<file path="config.mk">
export PLATFORM = sky130hd
export DESIGN_NAME = bht_rsp_fifo
export DESIGN_NICKNAME = d
export VERILOG_FILES = /design/src/hw/rtl/bht_pkg.sv /design/src/hw/rtl/bht_rsp_fifo.sv
export SDC_FILE = /design/constraint.sdc
export NUM_CORES = 1
export LEC_CHECK = 0
export BUFFER_PORTS_ARGS = -buffer_cell sky130_fd_sc_hd__buf_4
export CELL_PAD_IN_SITES_DETAIL_PLACEMENT = 0
export CELL_PAD_IN_SITES_GLOBAL_PLACEMENT = 1
export CORE_ASPECT_RATIO = 1.25
export CORE_MARGIN = 10
export CORE_UTILIZATION = 45
export CTS_BUF_LIST = sky130_fd_sc_hd__clkbuf_4
export DETAILED_ROUTE_END_ITERATION = 6
export HOLD_SLACK_MARGIN = 0.12
export PLACE_DENSITY = 0.8
export SLEW_MARGIN = 20
export SYNTH_ARGS = -nofsm -noshare
export SYNTH_HDL_FRONTEND = slang
export SYNTH_SLANG_ARGS = --single-unit
</file>
<file path="constraint.sdc">
create_clock -name clock -period 31.7 [get_ports clock]
set_input_delay 1.585 -clock clock [delete_from_list [all_inputs] [get_ports clock]]
set_output_delay 1.585 -clock clock [all_outputs]
set_load 0.02 [all_outputs]
</file>
<file path="src/hw/rtl/bht_pkg.sv">
// Shared types and constants for the bone hierarchy transform block.
// Depends on nothing; imported by every module of the block.
`timescale 1ns / 1ps

package bht_pkg;

   localparam int WORD_W    = 32;
   localparam int PROD_W    = 2 * WORD_W;
   localparam int SUM_W     = PROD_W + 3;
   localparam int RSP_DEPTH = 8;
   localparam int RSP_PTR_W = $clog2(RSP_DEPTH);
   localparam int RSP_CNT_W = $clog2(RSP_DEPTH + 1);

   localparam logic CMD_BONE  = 1'b0;
   localparam logic CMD_WORLD = 1'b1;

   typedef logic signed [WORD_W-1:0] bht_word_type;
   typedef bht_word_type [3:0] bht_row_type;
   typedef bht_row_type [3:0] bht_mat_type;

   localparam bht_word_type WORD_MAX = {1'b0, {(WORD_W - 1){1'b1}}};
   localparam bht_word_type WORD_MIN = {1'b1, {(WORD_W - 1){1'b0}}};

   typedef struct packed {
      logic         cmd;
      logic [7:0]   bone_number;
      logic [1:0]   row_number;
      bht_word_type e0;
      bht_word_type e1;
      bht_word_type e2;
      bht_word_type e3;
      logic         has_parent;
      logic [7:0]   parent_number;
   } bht_req_type;

   typedef struct packed {
      logic [7:0]   out_bone;
      logic [1:0]   out_row;
      bht_word_type g0;
      bht_word_type g1;
      bht_word_type g2;
      bht_word_type g3;
      logic         order_error;
      logic         saturated;
   } bht_rsp_type;

   // global row write, from the last lane stage into the store
   typedef struct packed {
      logic        valid;
      logic [7:0]  bone;
      logic [1:0]  row;
      bht_row_type data;
   } bht_wr_type;

   // world matrix row load
   typedef struct packed {
      logic        valid;
      logic [1:0]  row;
      bht_row_type data;
   } bht_wld_type;

   // which matrix the word in the first stage multiplies against
   typedef struct packed {
      logic       has_parent;
      logic [7:0] parent;
   } bht_sel_type;

endpackage

</file>
<file path="src/hw/rtl/bht_rsp_fifo.sv">
// Result queue between the lanes and the rsp channel.
// Depends on bht_pkg.
`timescale 1ns / 1ps

module bht_rsp_fifo
   import bht_pkg::*;
(
   input  logic                 clock,
   input  logic                 reset,
   input  logic                 push,
   input  bht_rsp_type          push_data,
   input  logic                 pop,
   output logic                 valid,
   output bht_rsp_type          head,
   output logic [RSP_CNT_W-1:0] count
);

   bht_rsp_type          entry_ff [RSP_DEPTH];
   logic [RSP_PTR_W-1:0] wr_ptr_ff, rd_ptr_ff;
   logic [RSP_CNT_W-1:0] count_ff, count_in;

   always_comb begin
      count_in = count_ff;
      if (push && !pop) begin
         count_in = count_ff + RSP_CNT_W'(1);
      end else if (pop && !push) begin
         count_in = count_ff - RSP_CNT_W'(1);
      end
   end

   always_ff @(posedge clock) begin
      if (push) begin
         entry_ff[wr_ptr_ff] <= push_data;
      end
   end

   always_ff @(posedge clock) begin
      if (reset) begin
         wr_ptr_ff <= '0;
         rd_ptr_ff <= '0;
         count_ff  <= '0;
      end else begin
         if (push) begin
            wr_ptr_ff <= wr_ptr_ff + RSP_PTR_W'(1);
         end
         if (pop) begin
            rd_ptr_ff <= rd_ptr_ff + RSP_PTR_W'(1);
         end
         count_ff <= count_in;
      end
   end

   assign valid = (count_ff != '0);
   assign head  = entry_ff[rd_ptr_ff];
   assign count = count_ff;

endmodule

</file>
==> impl_results.md <==
* Number of synthesized flops with an enable pin at 1120
* Fraction of layout cells with a size suffix above 1 at 0.490
* Post-CTS Hold Buffers at 0
* Vias per cell at 5.43
* Cts bufs inserted at 287
* Worst Setup Start Kind: flip-flop
* Final setup TNS at 0 ns
* FF+latch count, synth at 1133
* Layout Cells excl Fill at 3619
* Outcome: complete, no violations
* Slew headroom at 0.281
* Post-CTS Setup Bufs at 0
* Critical Path Slowest Stage Cell: dfxtp_4
* Setup violations, final at 0
* Final hold vios at 0
* Dpl cell area at 46100 µm²
* Final core utilization at 0.526
* WP data required at 30.12 ns
* Syn Area/Cell at 25.3 µm²
* Hold crit path type: flip-flop to flip-flop
* Die H at 364 µm
* Pint at 2450 µW
* Initial Utilization at 0.452
* Gpl congestion at 0.705
* Post-route minimum period at 6.43 ns
* Worst Tran Pin Value at 1.08 ns
* Root cell of the clock tree: clkbuf_4
* Synthesized net count at 1836
* CTS resizes at 0
* Clock Skew at 0.126 ns
* Post-Syn Area at 42600 µm²
* Asr flop ratio synth at 0
* Vias at 19649
* Area grow syn2layout at 16.3%
* Comb pwr share at 0.099
* DRT Wirelength at 89.2 mm
* Critical Path End Type: primary output
* Post-route cell area at 49600 µm²
* Die X at 295 µm
* DIE AREA at 107000 µm²
* DR iter-0 viols at 1340
* Cell mode on critical path: buf_4
* Max Slew Vio Count at 0
* Syn. warnings at 0
* Net Sw Power at 715 µW
* Crit path DAT at 4.84 ns
* Rows at 126
* Crit-path max cell delay at 0.87 ns
* H-tree depth at 5
* Largest net degree at the start of global routing at 110
* Number of max-cap violations at 0
* Wire length per cell at 24.6 µm
* RSZ-0062 raised after global routing: false
* Post-route ant nets at 0
* Final layout net count at 2370
* Switching share of power at 0.226
* Clock Power Share at 0.364
* Initial antenna violation count at 10
* First-pass GRT wire length at 134 mm
* Clk_lat worst skew at 1.17 ns
* Register area share after synthesis at 0.795
* Core ar. at 94300 µm²
* F_max at 156 MHz
* Placed Cells incl. Taps at 3146
* CP max FO at 46
* Clock sink total at 1133
* Worst-path clk slew at 0.06 ns
* Total design power at 3170 µW
* Worst reg-to-reg path cell count at 4
* Worst path cell trace: buf_4 > buf_4 > mux4_2 > mux2_2 > buf_4
* Io pins at 289
* Fin crit share at 0.203
* VDD IR max at 0.0000433 V
* Residual DRC count at 0
* Port Buf Inserts at 288
* HPWL after DPL at 49.3 mm
* CTS max path bufs at 4
* Worst Hold Depth at 2
* P_leak at 0.0161 µW
* Gate Count Post-Synth at 1686
* Most used DFF post-synth: edfxtp_1
* P per Cell Area at 63.9 nW/µm²
* Sequential Power Share at 0.537
* Vias in the first global route at 22162
* GR Overflow Total at 0
* CTS tree: done
* Worst Path Class, Setup: flip-flop to primary output
* GRT Total Usage at 0.168
* Detailed Routing Iterations Pass 1 at 5
* Yosys cell types at 24
-- cells in the mapped netlist (2+ instances only) --
cell type | count | area [µm²]
mux4_2 | 280 | 6310
dfxtp_1 | 13 | 260
mux2_2 | 141 | 1590
buf_2 | 30 | 150
a21oi_1 | 2 | 10.0
nand2_1 | 4 | 15.0
xor2_1 | 3 | 26.3
nor3_1 | 2 | 10.0
xnor2_1 | 3 | 26.3
mux2i_1 | 3 | 30.0
clkbuf_1 | 22 | 82.6
buf_1 | 6 | 22.5
ha_1 | 5 | 62.6
nor2_1 | 19 | 71.3
buf_6 | 22 | 248
inv_1 | 2 | 7.51
nand2b_1 | 3 | 18.8
edfxtp_1 | 1120 | 33600
-- area by class of cell --
type | count | area (µm²)
clock buffers | 407 | 3060
flip-flops and latches | 1133 | 33900
fillers | 7302 | 44700
diodes | 6 | 15.0
well taps | 1216 | 1520
clock inverters | 59 | 332
inverters | 2 | 7.51
repair buffers | 325 | 2470
multi-input cells | 471 | 8270
-- critical path: cells and delay by family, from the launching register on --
kind                   cells  cell delay (ns)
buffers and inverters      3             1.83
multiplexers               2             0.90
flip-flops                 1             0.87
-- routing by layer --
layer  GRT usage  vias up  wire length (µm)
met5           0        -                79
met3      0.0520      130              5410
met1       0.202    10388             34700
met4      0.0612       10              1630
met2       0.285      612             47300
li1            -     8509                 -
-- placed cells by master (no fill, tap or decap) --
master,count
edfxtp_1,1120
clkbuf_4,407
buf_4,323
mux4_2,280
mux2_2,141
clkinv_1,48
nor2_1,13
dfxtp_1,10
diode_2,6
nor2_4,6
ha_1,5
nand2_1,4
bufinv_16,4
clkinv_2,4
nand2b_1,3
xor2_1,3
mux2i_1,3
xnor2_1,3
dfxtp_4,3
inv_2,3
inv_1,2
nor3_2,2
a21oi_1,2
or4_1,1
nor2b_1,1
nand3_1,1
a211oi_1,1
a31oi_1,1
fa_1,1
buf_12,1
buf_16,1
-- state kept, by name (all words and copies together), names as in the netlist, named ones only --
signal	flops
wr_ptr_ff	3
rd_ptr_ff	3
entry_ff	1120
count	4
-- stage by stage --
step                      setup slack, ns  hold WS (ns)
after floorplan                     19.77         0.485
after global placement              26.34         0.499
after detailed placement            26.26         0.526
after CTS                           24.90         0.435
after global routing                24.68         0.503
final                               25.27         0.539
-- power groups by stage --
stage | Combinational, µW | Clock [µW] | Sequential, µW
after detailed placement | 319 | 0 | 1740
after global placement | 312 | 0 | 1730
after CTS | 320 | 1200 | 1700
after global routing | 336 | 1280 | 1700
final | 313 | 1150 | 1700
after floorplan | 199 | 0 | 1740
-- path summary, 6_finish.rpt --
check / from / to / slack [ns]
worst min-delay path: rd_ptr_ff[2] / rd_ptr_ff[2] / 0.54
worst max-delay path: flip-flop / head[80] / 25.27
worst max register to register: wr_ptr_ff[2] / entry_ff[2][21] / 28.42
worst min register to register: rd_ptr_ff[2] / rd_ptr_ff[2] / 0.54
-- logic make-up (layout without fill, tap and decap cells) --
family / count (synthesis) / in the layout / share of synthesized area
XOR/XNOR: 6 / 6 / 0.00123
adder cells (fa/ha/maj): 6 / 6 / 0.00194
other: 0 / 6 / 0
AND/OR/NAND/NOR: 31 / 31 / 0.00314
flip-flops: 1133 / 1133 / 0.795
AO/OA/AOI/OAI: 4 / 4 / 0.000558
buffers and inverters: 82 / 793 / 0.0120
multiplexers: 424 / 424 / 0.186
(Power assumes the default switching activity.)
